==> src/design/htn_pkg.sv <==
`timescale 1ns / 1ps
// ----------------------------------------------------------------------------
// htn_pkg
// Types, entity tables and slot layout for the HTML text normalizer.
// ----------------------------------------------------------------------------
package htn_pkg;

  typedef logic [7:0] char_t;
  typedef logic [2:0] ent_idx_t;

  localparam int ENT_DEPTH = 5;
  localparam int NUM_ENTS  = 6;
  localparam int ENT_MAXLEN = 6;

  localparam logic [1:0] MODE_NORMAL = 2'd0;
  localparam logic [1:0] MODE_ENTITY = 2'd1;
  localparam logic [1:0] MODE_DIGITS = 2'd2;

  localparam char_t CH_SPACE = 8'h20;
  localparam char_t CH_LF    = 8'h0A;
  localparam char_t CH_CR    = 8'h0D;
  localparam char_t CH_TAB   = 8'h09;
  localparam char_t CH_AMP   = 8'h26;
  localparam char_t CH_HASH  = 8'h23;
  localparam char_t CH_SEMI  = 8'h3B;
  localparam char_t CH_ZERO  = 8'h30;
  localparam char_t CH_NINE  = 8'h39;
  localparam char_t CH_HIGH  = 8'h80;

  // Result slots of one job, in output order.
  localparam int SLOT_PRE   = 0;
  localparam int SLOT_AMP   = 1;
  localparam int SLOT_CHAR0 = 2;
  localparam int SLOT_X     = SLOT_CHAR0 + ENT_DEPTH;
  localparam int SLOT_AMP2  = SLOT_X + 1;
  localparam int SLOT_TERM  = SLOT_AMP2 + 1;
  localparam int NUM_SLOTS  = SLOT_TERM + 1;

  typedef logic [NUM_SLOTS-1:0] slot_mask_t;

  typedef struct packed {
    slot_mask_t                slots;
    char_t [ENT_DEPTH-1:0]     chars;
    char_t                     x;
  } job_t;

  localparam char_t ENT_TEXT [NUM_ENTS][ENT_MAXLEN] = '{
    '{"n", "b", "s", "p", ";", 8'h00},
    '{"a", "m", "p", ";", 8'h00, 8'h00},
    '{"l", "t", ";", 8'h00, 8'h00, 8'h00},
    '{"g", "t", ";", 8'h00, 8'h00, 8'h00},
    '{"r", "a", "q", "u", "o", ";"},
    '{"c", "o", "p", "y", ";", 8'h00}
  };

  localparam logic [2:0] ENT_LEN [NUM_ENTS] = '{3'd5, 3'd4, 3'd3, 3'd3, 3'd6, 3'd5};

  localparam char_t ENT_OUT [NUM_ENTS] = '{" ", "&", "<", ">", ">", "C"};

endpackage

==> src/design/htn_in_if.sv <==
`timescale 1ns / 1ps
// ----------------------------------------------------------------------------
// htn_in_if
// Raw text channel: one byte and an end-of-text flag per item.
// ----------------------------------------------------------------------------
interface htn_in_if;
  logic       valid;
  logic       ready;
  logic [7:0] in_byte;
  logic       text_end;

  modport source (output valid, output in_byte, output text_end, input ready);
  modport sink   (input valid, input in_byte, input text_end, output ready);
endinterface

==> src/design/htn_out_if.sv <==
`timescale 1ns / 1ps
// ----------------------------------------------------------------------------
// htn_out_if
// Normalized text channel: one character or terminator per item.
// ----------------------------------------------------------------------------
interface htn_out_if;
  logic       valid;
  logic       ready;
  logic [7:0] out_byte;
  logic       byte_valid;
  logic       run_last;
  logic       text_done;

  modport source (output valid, output out_byte, output byte_valid, output run_last,
                  output text_done, input ready);
  modport sink   (input valid, input out_byte, input byte_valid, input run_last,
                  input text_done, output ready);
endinterface

==> src/design/htn_front.sv <==
`timescale 1ns / 1ps
// ----------------------------------------------------------------------------
// htn_front
// Accepts raw bytes, tracks entity and whitespace state, and turns each
// byte into a job that lists the result slots it causes.
// ----------------------------------------------------------------------------
module htn_front (
  input  logic           clk,
  input  logic           rst,
  htn_in_if.sink         raw,
  output htn_pkg::job_t  job,
  output logic           job_push,
  input  logic           job_full
);
  import htn_pkg::*;

  logic [1:0]             mode;
  ent_idx_t               ent_k;
  char_t [ENT_DEPTH-1:0]  chars;
  logic [2:0]             cnt;
  logic                   in_ws;
  logic                   wrote;
  logic                   held;

  logic [1:0]             mode_next;
  ent_idx_t               ent_k_next;
  char_t [ENT_DEPTH-1:0]  chars_next;
  logic [2:0]             cnt_next;
  logic                   in_ws_next;
  logic                   wrote_next;
  logic                   held_next;

  logic                   accept;
  char_t                  b;
  logic [2:0]             n;
  logic                   do_flush;
  logic                   do_normal;
  logic                   emit_sp;
  logic                   emit_c;
  char_t                  c;
  logic                   pre;
  logic                   fl;
  logic [2:0]             fln;
  logic                   xv;
  logic                   amp2;
  logic                   term;
  logic                   found;
  ent_idx_t               found_k;

  assign raw.ready = !job_full;
  assign accept    = raw.valid && raw.ready;
  assign b         = raw.in_byte;
  assign n         = (cnt > 3'(ENT_DEPTH)) ? 3'(ENT_DEPTH) : cnt;

  always_comb begin
    found   = 1'b0;
    found_k = '0;
    for (int i = 0; i < NUM_ENTS; i++) begin
      if (!found && ENT_TEXT[i][0] == b) begin
        found   = 1'b1;
        found_k = ent_idx_t'(i);
      end
    end
  end

  always_comb begin
    mode_next  = mode;
    ent_k_next = ent_k;
    chars_next = chars;
    cnt_next   = cnt;
    in_ws_next = in_ws;
    wrote_next = wrote;
    held_next  = held;
    do_flush   = 1'b0;
    do_normal  = 1'b0;
    emit_sp    = 1'b0;
    emit_c     = 1'b0;
    c          = b;
    pre        = 1'b0;
    fl         = 1'b0;
    fln        = '0;
    xv         = 1'b0;
    amp2       = 1'b0;
    term       = 1'b0;

    case (mode)
      MODE_DIGITS: begin
        if (!(b inside {[CH_ZERO:CH_NINE]})) begin
          mode_next = MODE_NORMAL;
          if (b != CH_SEMI) begin
            do_normal = 1'b1;
          end
        end
      end
      MODE_ENTITY: begin
        if (n == 3'd0) begin
          if (b == CH_HASH) begin
            mode_next = MODE_DIGITS;
            emit_sp   = 1'b1;
          end else if (found) begin
            chars_next[0] = b;
            ent_k_next    = found_k;
            cnt_next      = 3'd1;
          end else begin
            do_flush  = 1'b1;
            do_normal = 1'b1;
          end
        end else if (n < ENT_LEN[ent_k] && ENT_TEXT[ent_k][n] == b) begin
          if ((n + 3'd1) == ENT_LEN[ent_k]) begin
            mode_next = MODE_NORMAL;
            cnt_next  = '0;
            if (ENT_OUT[ent_k] == CH_SPACE) begin
              emit_sp = 1'b1;
            end else begin
              emit_c = 1'b1;
              c      = ENT_OUT[ent_k];
            end
          end else if (n < 3'(ENT_DEPTH)) begin
            chars_next[n] = b;
            cnt_next      = n + 3'd1;
          end
        end else begin
          do_flush  = 1'b1;
          do_normal = 1'b1;
        end
      end
      default: begin
        do_normal = 1'b1;
      end
    endcase

    // A flush clears the held space, so later emits never push a second one.
    if (do_flush) begin
      if (held_next) pre = 1'b1;
      fl         = 1'b1;
      fln        = n;
      held_next  = 1'b0;
      wrote_next = 1'b1;
      mode_next  = MODE_NORMAL;
      cnt_next   = '0;
    end

    if (do_normal) begin
      if (b == CH_SPACE || b == CH_LF || b == CH_CR || b == CH_TAB) begin
        if (!in_ws_next) begin
          if (wrote_next) emit_sp = 1'b1;
          in_ws_next = 1'b1;
        end
      end else begin
        in_ws_next = 1'b0;
        if (b == CH_AMP) begin
          mode_next = MODE_ENTITY;
          cnt_next  = '0;
        end else if (b < CH_HIGH) begin
          emit_c = 1'b1;
          c      = b;
        end
      end
    end

    if (emit_sp) begin
      if (held_next) pre = 1'b1;
      held_next  = 1'b1;
      wrote_next = 1'b1;
    end
    if (emit_c) begin
      if (held_next) pre = 1'b1;
      held_next  = 1'b0;
      wrote_next = 1'b1;
      xv         = 1'b1;
    end

    if (raw.text_end) begin
      if (mode_next == MODE_ENTITY) begin
        if (fl) begin
          amp2 = 1'b1;
        end else begin
          if (held_next) pre = 1'b1;
          fl  = 1'b1;
          fln = (cnt_next > 3'(ENT_DEPTH)) ? 3'(ENT_DEPTH) : cnt_next;
        end
      end
      term = 1'b1;
    end
  end

  always_comb begin
    job.slots = '0;
    job.slots[SLOT_PRE] = pre;
    job.slots[SLOT_AMP] = fl;
    for (int i = 0; i < ENT_DEPTH; i++) begin
      job.slots[SLOT_CHAR0 + i] = fl && (fln > 3'(i));
    end
    job.slots[SLOT_X]    = xv;
    job.slots[SLOT_AMP2] = amp2;
    job.slots[SLOT_TERM] = term;
    job.chars = chars_next;
    job.x     = c;
  end

  assign job_push = accept && (|job.slots);

  always_ff @(posedge clk) begin
    if (rst) begin
      mode  <= MODE_NORMAL;
      ent_k <= '0;
      cnt   <= '0;
      in_ws <= 1'b0;
      wrote <= 1'b0;
      held  <= 1'b0;
    end else if (accept) begin
      if (raw.text_end) begin
        mode  <= MODE_NORMAL;
        ent_k <= '0;
        cnt   <= '0;
        in_ws <= 1'b0;
        wrote <= 1'b0;
        held  <= 1'b0;
      end else begin
        mode  <= mode_next;
        ent_k <= ent_k_next;
        cnt   <= cnt_next;
        in_ws <= in_ws_next;
        wrote <= wrote_next;
        held  <= held_next;
      end
    end
  end

  always_ff @(posedge clk) begin
    if (accept) begin
      chars <= chars_next;
    end
  end

endmodule

==> src/design/htn_queue.sv <==
`timescale 1ns / 1ps
// ----------------------------------------------------------------------------
// htn_queue
// Short job queue between the front and back parts.
// ----------------------------------------------------------------------------
module htn_queue #(
  parameter int DEPTH = 4
) (
  input  logic           clk,
  input  logic           rst,
  input  htn_pkg::job_t  wr_data,
  input  logic           wr_en,
  output logic           full,
  output htn_pkg::job_t  rd_data,
  output logic           rd_valid,
  input  logic           rd_en
);
  import htn_pkg::*;

  localparam int PW = (DEPTH > 1) ? $clog2(DEPTH) : 1;
  localparam int CW = $clog2(DEPTH + 1);

  job_t            mem [DEPTH];
  logic [PW-1:0]   wr_ptr;
  logic [PW-1:0]   rd_ptr;
  logic [CW-1:0]   count;
  logic            do_wr;
  logic            do_rd;

  assign full     = (count == CW'(DEPTH));
  assign rd_valid = (count != '0);
  assign rd_data  = mem[rd_ptr];
  assign do_wr    = wr_en && !full;
  assign do_rd    = rd_en && rd_valid;

  always_ff @(posedge clk) begin
    if (do_wr) begin
      mem[wr_ptr] <= wr_data;
    end
  end

  always_ff @(posedge clk) begin
    if (rst) begin
      wr_ptr <= '0;
      rd_ptr <= '0;
      count  <= '0;
    end else begin
      if (do_wr) begin
        wr_ptr <= (wr_ptr == PW'(DEPTH - 1)) ? '0 : wr_ptr + PW'(1);
      end
      if (do_rd) begin
        rd_ptr <= (rd_ptr == PW'(DEPTH - 1)) ? '0 : rd_ptr + PW'(1);
      end
      if (do_wr && !do_rd) begin
        count <= count + CW'(1);
      end else if (do_rd && !do_wr) begin
        count <= count - CW'(1);
      end
    end
  end

endmodule

==> src/design/htn_back.sv <==
`timescale 1ns / 1ps
// ----------------------------------------------------------------------------
// htn_back
// Walks the slots of the job at the queue head, one result per cycle while
// the output is not stalled, into a registered output stage.
// ----------------------------------------------------------------------------
module htn_back (
  input  logic           clk,
  input  logic           rst,
  input  htn_pkg::job_t  job,
  input  logic           job_valid,
  output logic           job_pop,
  htn_out_if.source      clean
);
  import htn_pkg::*;

  localparam int SW = $clog2(NUM_SLOTS);

  slot_mask_t   rem;
  logic         started;
  slot_mask_t   cur;
  slot_mask_t   lowbit;
  slot_mask_t   after;
  logic [SW-1:0] sel;
  logic [2:0]   ci;
  logic         fire;
  char_t        d_byte;
  logic         d_valid;
  logic         d_done;

  assign cur    = started ? rem : job.slots;
  assign lowbit = cur & (~cur + slot_mask_t'(1));
  assign after  = cur & ~lowbit;
  assign fire   = job_valid && (!clean.valid || clean.ready);
  assign job_pop = fire && (after == '0);

  always_comb begin
    sel = '0;
    for (int i = NUM_SLOTS - 1; i >= 0; i--) begin
      if (cur[i]) sel = SW'(i);
    end
  end

  assign ci = 3'(sel - SW'(SLOT_CHAR0));

  always_comb begin
    d_valid = 1'b1;
    d_done  = 1'b0;
    case (sel)
      SW'(SLOT_PRE):  d_byte = CH_SPACE;
      SW'(SLOT_AMP):  d_byte = CH_AMP;
      SW'(SLOT_X):    d_byte = job.x;
      SW'(SLOT_AMP2): d_byte = CH_AMP;
      SW'(SLOT_TERM): begin
        d_byte  = '0;
        d_valid = 1'b0;
        d_done  = 1'b1;
      end
      default:        d_byte = job.chars[ci];
    endcase
  end

  always_ff @(posedge clk) begin
    if (rst) begin
      started     <= 1'b0;
      clean.valid <= 1'b0;
    end else begin
      if (fire) begin
        started <= (after != '0);
      end
      if (fire) begin
        clean.valid <= 1'b1;
      end else if (clean.ready) begin
        clean.valid <= 1'b0;
      end
    end
  end

  always_ff @(posedge clk) begin
    if (fire) begin
      rem              <= after;
      clean.out_byte   <= d_byte;
      clean.byte_valid <= d_valid;
      clean.run_last   <= (after == '0);
      clean.text_done  <= d_done;
    end
  end

endmodule

==> src/design/html_text_normalizer_core.sv <==
`timescale 1ns / 1ps
// ----------------------------------------------------------------------------
// html_text_normalizer_core
// Streaming HTML text cleaner: whitespace collapse and entity decoding.
// ----------------------------------------------------------------------------
// Usage:
//   raw carries one text byte per item with text_end set on the last byte of
//   a text. clean carries the normalized characters; each raw item yields
//   zero to nine results, run_last marks the last result of an item and a
//   terminator result (byte_valid low, text_done high) closes every text.
//   The front part takes one raw item per cycle and writes a job into a
//   queue of QUEUE_DEPTH entries; the back part turns a job into one result
//   per cycle through a registered output stage.
//   An accepted item's job is registered in the queue, and then its first
//   result in the output register. Throughput is one raw item per cycle
//   while items yield at most one result each; an item with several results
//   holds the back part while they go out, and raw.ready drops only when the queue is full.
//   When clean is stalled the output register holds its item, the back part
//   waits and the queue keeps absorbing raw items until it fills.
//   Reset clears the scan state, the queue and the output valid.
// ----------------------------------------------------------------------------
module html_text_normalizer_core #(
  parameter int QUEUE_DEPTH = 4
) (
  input  logic       clk,
  input  logic       rst,
  htn_in_if.sink     raw,
  htn_out_if.source  clean
);
  import htn_pkg::*;

  job_t  push_job;
  logic  push_en;
  logic  q_full;
  job_t  head_job;
  logic  head_valid;
  logic  head_pop;

  htn_front u_front (
    .clk      (clk),
    .rst      (rst),
    .raw      (raw),
    .job      (push_job),
    .job_push (push_en),
    .job_full (q_full)
  );

  htn_queue #(
    .DEPTH (QUEUE_DEPTH)
  ) u_queue (
    .clk      (clk),
    .rst      (rst),
    .wr_data  (push_job),
    .wr_en    (push_en),
    .full     (q_full),
    .rd_data  (head_job),
    .rd_valid (head_valid),
    .rd_en    (head_pop)
  );

  htn_back u_back (
    .clk       (clk),
    .rst       (rst),
    .job       (head_job),
    .job_valid (head_valid),
    .job_pop   (head_pop),
    .clean     (clean)
  );

endmodule

==> src/flat_wrapper.sv <==
// flat-port wrapper written by rule: the top's interface ports become plain ports
module html_text_normalizer_core_flat import htn_pkg::*;
#(
  parameter int QUEUE_DEPTH = 4
)
  (clk, rst, raw_valid, raw_in_byte, raw_text_end, raw_ready, clean_valid, clean_out_byte, clean_byte_valid, clean_run_last, clean_text_done, clean_ready);
  htn_in_if raw_i ();
  htn_out_if clean_i ();
  input  logic clk;
  input  logic rst;
  input wire logic [$bits(raw_i.valid)-1:0] raw_valid;
  input wire logic [$bits(raw_i.in_byte)-1:0] raw_in_byte;
  input wire logic [$bits(raw_i.text_end)-1:0] raw_text_end;
  output wire logic [$bits(raw_i.ready)-1:0] raw_ready;
  output wire logic [$bits(clean_i.valid)-1:0] clean_valid;
  output wire logic [$bits(clean_i.out_byte)-1:0] clean_out_byte;
  output wire logic [$bits(clean_i.byte_valid)-1:0] clean_byte_valid;
  output wire logic [$bits(clean_i.run_last)-1:0] clean_run_last;
  output wire logic [$bits(clean_i.text_done)-1:0] clean_text_done;
  input wire logic [$bits(clean_i.ready)-1:0] clean_ready;
  assign raw_i.valid = raw_valid;
  assign raw_i.in_byte = raw_in_byte;
  assign raw_i.text_end = raw_text_end;
  assign raw_ready = raw_i.ready;
  assign clean_valid = clean_i.valid;
  assign clean_out_byte = clean_i.out_byte;
  assign clean_byte_valid = clean_i.byte_valid;
  assign clean_run_last = clean_i.run_last;
  assign clean_text_done = clean_i.text_done;
  assign clean_i.ready = clean_ready;
  html_text_normalizer_core #(.QUEUE_DEPTH(QUEUE_DEPTH)) u_core (.clk(clk), .rst(rst), .raw(raw_i), .clean(clean_i));
endmodule
==> config.mk <==
export PLATFORM = sky130hd
export DESIGN_NAME = html_text_normalizer_core_flat
export DESIGN_NICKNAME = d
export VERILOG_FILES = /design/src/design/htn_pkg.sv /design/src/design/htn_in_if.sv /design/src/design/htn_out_if.sv /design/src/design/htn_front.sv /design/src/design/htn_queue.sv /design/src/design/htn_back.sv /design/src/design/html_text_normalizer_core.sv /design/src/flat_wrapper.sv
export SDC_FILE = /design/constraint.sdc
export NUM_CORES = 1
export LEC_CHECK = 0
export BUFFER_PORTS_ARGS = -buffer_cell sky130_fd_sc_hd__buf_2
export CAP_MARGIN = 20
export CORE_MARGIN = 1
export CORE_UTILIZATION = 60
export CTS_CLUSTER_DIAMETER = 100
export DETAILED_ROUTE_END_ITERATION = 6
export PLACE_DENSITY = 0.89
export SYNTH_ARGS = -nofsm -noshare
export SYNTH_HDL_FRONTEND = slang
export SYNTH_SLANG_ARGS = --single-unit
==> constraint.sdc <==
create_clock -name clk -period 10.2 [get_ports clk]
set_clock_uncertainty 0.15 [all_clocks]
set_input_delay 1.02 -clock clk [delete_from_list [all_inputs] [get_ports clk]]
set_output_delay 1.02 -clock clk [all_outputs]
set_load 0.02 [all_outputs]
-- After elaboration in Yosys (flattened, before gate mapping)
Memories as Yosys holds them, arrays and structs flattened. A register that Yosys moved wholly into a read port is not among the register bits.
Cells that the tools add are included.
- word-level logic and storage cells: 287
- latch bits: 0
- output and inout port bits: 13
- memories kept: 4
- input bits: 13
- bits in writable memories: 232
- register bits after elaboration: 81
- ROM bits: 472
- memories (memory ; depth ; bits a word ; read ports ; clocked after memory_dff ; wr ports ; RTL line ; RTL):
    (name not given) ; 8 ; 48 ; 1 ; 0 ; 0 ; htn_front.sv:108 ; end else if (n < ENT_LEN[ent_k] && ENT_TEXT[ent_k][n] == b) begin
    u_core.u_queue.mem ; 4 ; 58 ; 1 ; 1 ; 1 ; htn_queue.sv:23 ; job_t mem [DEPTH];
    (name not given) ; 8 ; 8 ; 1 ; 0 ; 0 ; htn_front.sv:116 ; c = ENT_OUT[ent_k];
    (name not given) ; 8 ; 3 ; 1 ; 0 ; 0 ; htn_front.sv:109 ; if ((n + 3'd1) == ENT_LEN[ent_k]) begin
- reduce and logical (&&, ||, !) cells: 49
- add/subtract/negate cells: 7
- magnitude comparators: 17
- equality and inequality tests: 27
- multipliers: 0
- divide/modulo/power cells: 0
- shift-type cells: 0
- multiplexer cells: 156
- bitwise logic cells: 6
- operator list (cell ; number):
    $mux 40 ; 4
    $mux 8 ; 18
    $mux 48 ; 2
    $mux 3 ; 31
    $mux 1 ; 68
    $bmux 8 s3 ; 2
    $eq 7x8->1 const A ; 6
    $bwmux 40 ; 1
    $mux 4 ; 10
    $eq 8x6->1 const B ; 4
    $mux 32 ; 1
    $pmux 8 s4 ; 1
    $mux 2 ; 14
    $demux 8 s3 ; 1
    $eq 8x4->1 const B ; 3
    $logic_and 1x1->1 ; 21
    $and 10x10->10 ; 2
    $not 10->10 ; 2
    $reduce_bool 2->1 ; 6
    $add 10x1->10 const B ; 1
    $logic_not 10->1 ; 1
    $mux 10 ; 1
    $reduce_bool 10->1 ; 1
    $reduce_or 10->1 ; 1
    other kinds (36) ; 60

-- Depth between registers and ports, before layout
- word-level depth: 40
- mapped depth: 20
- gate-level depth less buffers: 18

-- Hierarchy
A second synthesis with hierarchy kept.
- cells, all modules: 957
- area, all modules: 14279.9 sq um
- modules (own cells, without submodules) (module ; sequential area each (sq um) ; cells an instance ; times used ; area each (sq um)):
    htn_queue ; 7146.9 ; 353 ; 1 ; 8864.8
    htn_front ; 1421.4 ; 422 ; 1 ; 3749.8
    htn_back ; 640.6 ; 182 ; 1 ; 1665.3

-- Worst setup path before layout
OpenSTA, ideal clock, no wires.
- path kind: input port to flip-flop
- from: in raw_in_byte[4]
- to: mem u_core.u_queue.mem[0][0] (netlist bit) (enable)
- path slack: 5088 ps
- arrival: 4540 ps
- path buffers: 2
- setup time: 422 ps
- stages on the path: 12
- required time: 9628 ps
- cells stage by stage: clkbuf_1 -> inv_1 -> a32oi_1 -> o21ai_0 -> and3_1 -> o21ai_0 -> nand2_1 -> a21o_1 -> buf_4 -> a2111oi_4 -> o31a_2 -> and2_1
- longest elaborated chain between the ends: 38
- elaborated cells between the ends (all ways): 121
- those cells by class: order compare (9); eq/ne (15); mux (74); reduce/logical (23)
- RTL lines (what ; RTL line ; RTL):
    start, declared ; flat_wrapper.sv:12 ; input wire logic [$bits(raw_i.in_byte)-1:0] raw_in_byte;
    branches (longest 33 deep; another with $eq 7x8->1) ; n/a ;
    $reduce_or 10->1 * ; htn_front.sv:201 ; assign job_push = accept && (|job.slots);
    $logic_and 1x1->1 * ; htn_front.sv:201 ;
    $logic_and 1x1->1 * ; htn_queue.sv:33 ; assign do_wr = wr_en && !full;
    named net u_core.u_queue.do_wr ; htn_queue.sv:27 ; logic do_wr;
    $mux 1 * ; htn_queue.sv:37 ; if (do_wr) begin
    $mux 1 (implied by the code) * ; htn_queue.sv:38 ; mem[wr_ptr] <= wr_data;
    end, declared ; htn_queue.sv:23 ;
Mark *: on every way through the listed nets, which the timed path passes.

-- Worst setup path in the final report
- from: reg u_core.u_front.cnt[0]
- to: reg u_core.u_queue.count[2]
- longest elaborated chain between the ends: 29
- elaborated cells between the ends (all ways): 97
- those cells by class: add/sub (1); order compare (9); eq/ne (3); mux (69); bitwise (1); reduce/logical (14)
- RTL lines (what ; RTL line ; RTL):
    start, declared ; htn_front.sv:20 ; logic [2:0] cnt;
    start signal, assigned ; htn_front.sv:222 ; cnt <= cnt_next;
    branches (longest 23 deep; another with $gt 3x3->1) ; n/a ;
    $reduce_or 10->1 * ; htn_front.sv:201 ;
    $logic_and 1x1->1 * ; htn_front.sv:201 ;
    $logic_and 1x1->1 * ; htn_queue.sv:33 ;
    named net u_core.u_queue.do_wr ; htn_queue.sv:27 ;
    $logic_not 1->1 ; htn_queue.sv:56 ; end else if (do_rd && !do_wr) begin
    $logic_and 1x1->1 ; htn_queue.sv:56 ;
    $reduce_bool 2->1 (no line) ; n/a ;
    end signal, assigned ; htn_queue.sv:55 ; count <= count + CW'(1);
    end signal, assigned ; htn_queue.sv:57 ; count <= count - CW'(1);
    end, declared ; htn_queue.sv:26 ; logic [CW-1:0] count;
Mark *: on every way through the listed nets, which the timed path passes. The select of a mux whose other input is x is not followed.
A chain may end at the register's enable or synchronous reset.

==> results_dict.tcl <==
set metrics [dict create \
    syn_area_mm2 0.0139 \
    htreeDepth 1 \
    reg2reg_slack_ns 4.81 \
    grtUsageTotal_pct 26.2 \
    yosysWarningCount 0 \
    post_drt_via_cell_ratio 6.70 \
    yosysSeqAreaShare_pct 66.1 \
    status "completed" \
    worst_setup_path_start_kind "flip-flop" \
    clock-sinks 314 \
    post_cts_buffers 0 \
    end_kind "flip-flop" \
    criticalPathCategory "reg2reg" \
    synth_area_leaders "edfxtp_1 (63%), mux4_2 (9.9%), dfxtp_1 (3.2%)" \
    netlist.area_leader.share_pct 62.9 \
    cts_buffers 29 \
    hold_class "reg2reg" \
    core_mm2 0.0227 \
    regArea_mm2 0.00921 \
    layout-drive-gt1-share_pct 21.6 \
    vias 8113 \
    synth-edff-count 292 \
    initial_utilization_pct 61.4 \
    period_share_pct 52.8 \
    io_pins 26 \
    cts_hold_buffers 0 \
    crit_path_max_fanout 25 \
    first_pass_iters 5 \
    drc 0 \
    syn_nets 911 \
    grt_max_degree 59 \
    cellLeakagePower_uw 0.00474 \
    area_growth_syn_to_layout_pct 9.07 \
    fin_crit_ns 5.39 \
    setup_viol 0 \
    worst_pin_slew_ns 1.11 \
    wl_per_cell_um 25.1 \
    multi_input_area_mm2 0.00440 \
    cts.repair.resized 0 \
    yosysMostFrequentCell "edfxtp_1" \
    root_buffer "clkbuf_16" \
    ant_nets 0 \
    globalplace.congestion 0.917 \
    max_freq_mhz 186 \
    synth_common_cells "edfxtp_1 (292), mux4_2 (61), nand2_1 (61), nor2_1 (35), o21ai_0 (33)" \
    arrival_ns 5.72 \
    die_w_um 154 \
    grt_pass1_wl_um 46900 \
    cts_tree "yes" \
    antenna_found_initial 1 \
    power_density_mw_per_mm2 200 \
    ys_types 92 \
    die-area_mm2 0.0238 \
    clk_path_buf_depth 3 \
    rows 55 \
    die_y_um 154 \
    synth.avg_cell_area_um2 15.8 \
    cp.required_ns 10.53 \
    hold_viol 0 \
    numPortBuffers 25 \
    final_core_util_pct 66.9 \
    ys_seq_elements 314 \
    peakVddDrop_mv 0.151 \
    clock_latency_ns 0.55 \
    yosysTopAreaCell "edfxtp_1" \
    dp_hpwl_um 18400 \
    grt.overflow.total 0 \
    first_iter_violations 825 \
    maxSlewHeadroom_pct 25.5 \
    synthCells 883 \
    rsz0062_at_grt "false" \
    maxCapViolCount 0 \
    setup_tns_ns 0 \
    fillCellCount 1480 \
    synth_ff_type "edfxtp_1" \
    clkSlewWorstSetupHoldPaths_ns 0.07 \
    maxSlewViolCount 0 \
    nets 931 \
    grt_pass1_vias 8158 \
    ys_async_sr_fraction_pct 0 \
    wl_um 30400 \
]
==> critical path, stage by stage (launching register included) <==
cell and delay (ns):
dfxtp_1 0.97, clkinv_1 0.58, a221oi_1 0.43, o31ai_1 0.12, xor2_1 0.15, o21ai_1 0.23, nor3_2 0.20, a21o_1 0.35
a2111oi_4 0.58, o31a_2 0.30, ha_1 0.21, inv_1 0.07, fa_1 0.37, xor2_1 0.18, or3_1 0.30, a21oi_1 0.13
==> per-layer routing <==
metal  vias to the layer above  part of all wire (%)  GRT usage [%]
li1                       3549                     -              -
met2                       373                    50           43.8
met1                      4111                    40           35.3
met4                         0                   3.6           10.4
met5                         -                     0              0
met3                        80                   6.7           3.64
==> logic make-up (layout without fill, tap and decap cells) <==
| kind of cell | after synthesis | after routing | synth area share [%] |
|---|---|---|---|
| other | 0 | 1 | 0 |
| AOI/OAI and AO/OA | 155 | 155 | 7.89 |
| and+or+nand+nor | 210 | 210 | 8.10 |
| xor gates and xnor gates | 7 | 7 | 0.440 |
| DFF | 314 | 314 | 66.1 |
| buffers and inverters | 75 | 117 | 2.46 |
| adders and majority gates | 17 | 17 | 1.55 |
| muxes | 105 | 105 | 13.5 |
==> final timing paths <==
path / from / endpoint / cells past startpoint
worst max-delay path: u_core.u_front.cnt[0] / u_core.u_queue.count[2] / 15
worst min register to register: u_core.u_back.clean.valid / u_core.u_back.clean.valid / 2
worst max register to register: u_core.u_front.cnt[0] / u_core.u_queue.count[2] / 15
worst min-delay path: u_core.u_back.clean.valid / u_core.u_back.clean.valid / 2
==> cell type report <==
cell class	instances	area share, %
Inverter	29	0.716
Clock buffer	32	4.85
Tap cell	285	2.35
Timing Repair Buffer	35	1.32
Sequential cell	314	60.6
Multi-Input combinational cell	494	28.9
Clock inverter	21	1.23
Antenna cell	1	0.0165
==> registers in the layout, indices dropped and copies added (netlist names), named ones only <==
name                            count
u_core.u_back.clean.out_byte        8
u_core.u_front.ent_k                3
u_core.u_queue.mem                232
u_core.u_back.clean.text_done       1
u_core.u_front.wrote                1
u_core.u_front.mode                 2
u_core.u_front.in_ws                1
u_core.u_front.cnt                  3
u_core.u_back.clean.run_last        1
u_core.u_queue.count                3
u_core.u_queue.rd_ptr               2
u_core.u_back.started               1
u_core.u_queue.wr_ptr               2
u_core.u_back.clean.valid           1
u_core.u_front.chars               40
u_core.u_back.rem                   9
u_core.u_back.clean.byte_valid      1
u_core.u_front.held                 1
==> metrics by stage <==
stage | hold WS [ns] | cells | worst slack [ns] | instance area, um2 | power (uW)
global route | 0.378 | 1211 | 4.54 | 15200 | 3140
floorplan | 0.295 | 883 | 5.09 | 13900 | 1880
global placement | 0.311 | 1157 | 5.15 | 14300 | 1990
CTS | 0.328 | 1210 | 4.92 | 15200 | 3050
detailed placement | 0.320 | 1157 | 4.99 | 14300 | 2010
finish | 0.324 | 1211 | 4.81 | 15200 | 3040
==> where the power goes <==
group	total [uW]	internal, uW	switching, uW	leakage [uW]
clock	1060	597	459	0.000454
sequential	1580	1540	38.9	0.00262
combinational	410	144	266	0.00167
==> cell usage in the layout, fill, tap and decap left out, drive strengths merged, types with 4 or more instances in the layout <==
master and n:
or2 9, o21a 7, ha 14, clkbuf 32, mux2 22, xnor2 4
o31ai 9, nor2b 14, inv 29, a211oi 4, o21ai 35, nand2b 14
o22ai 4, edfxtp 292, dfxtp 22, a32oi 10, and2 10, nor3 18
or3 7, nor4 5, nor2 36, mux4 63, a21oi 32, mux2i 20
a21o 6, a31oi 9, and3 4, nand3 10, clkinv 16, buf 35
nand4 4, nand2 62
(Power assumes the default switching activity.)
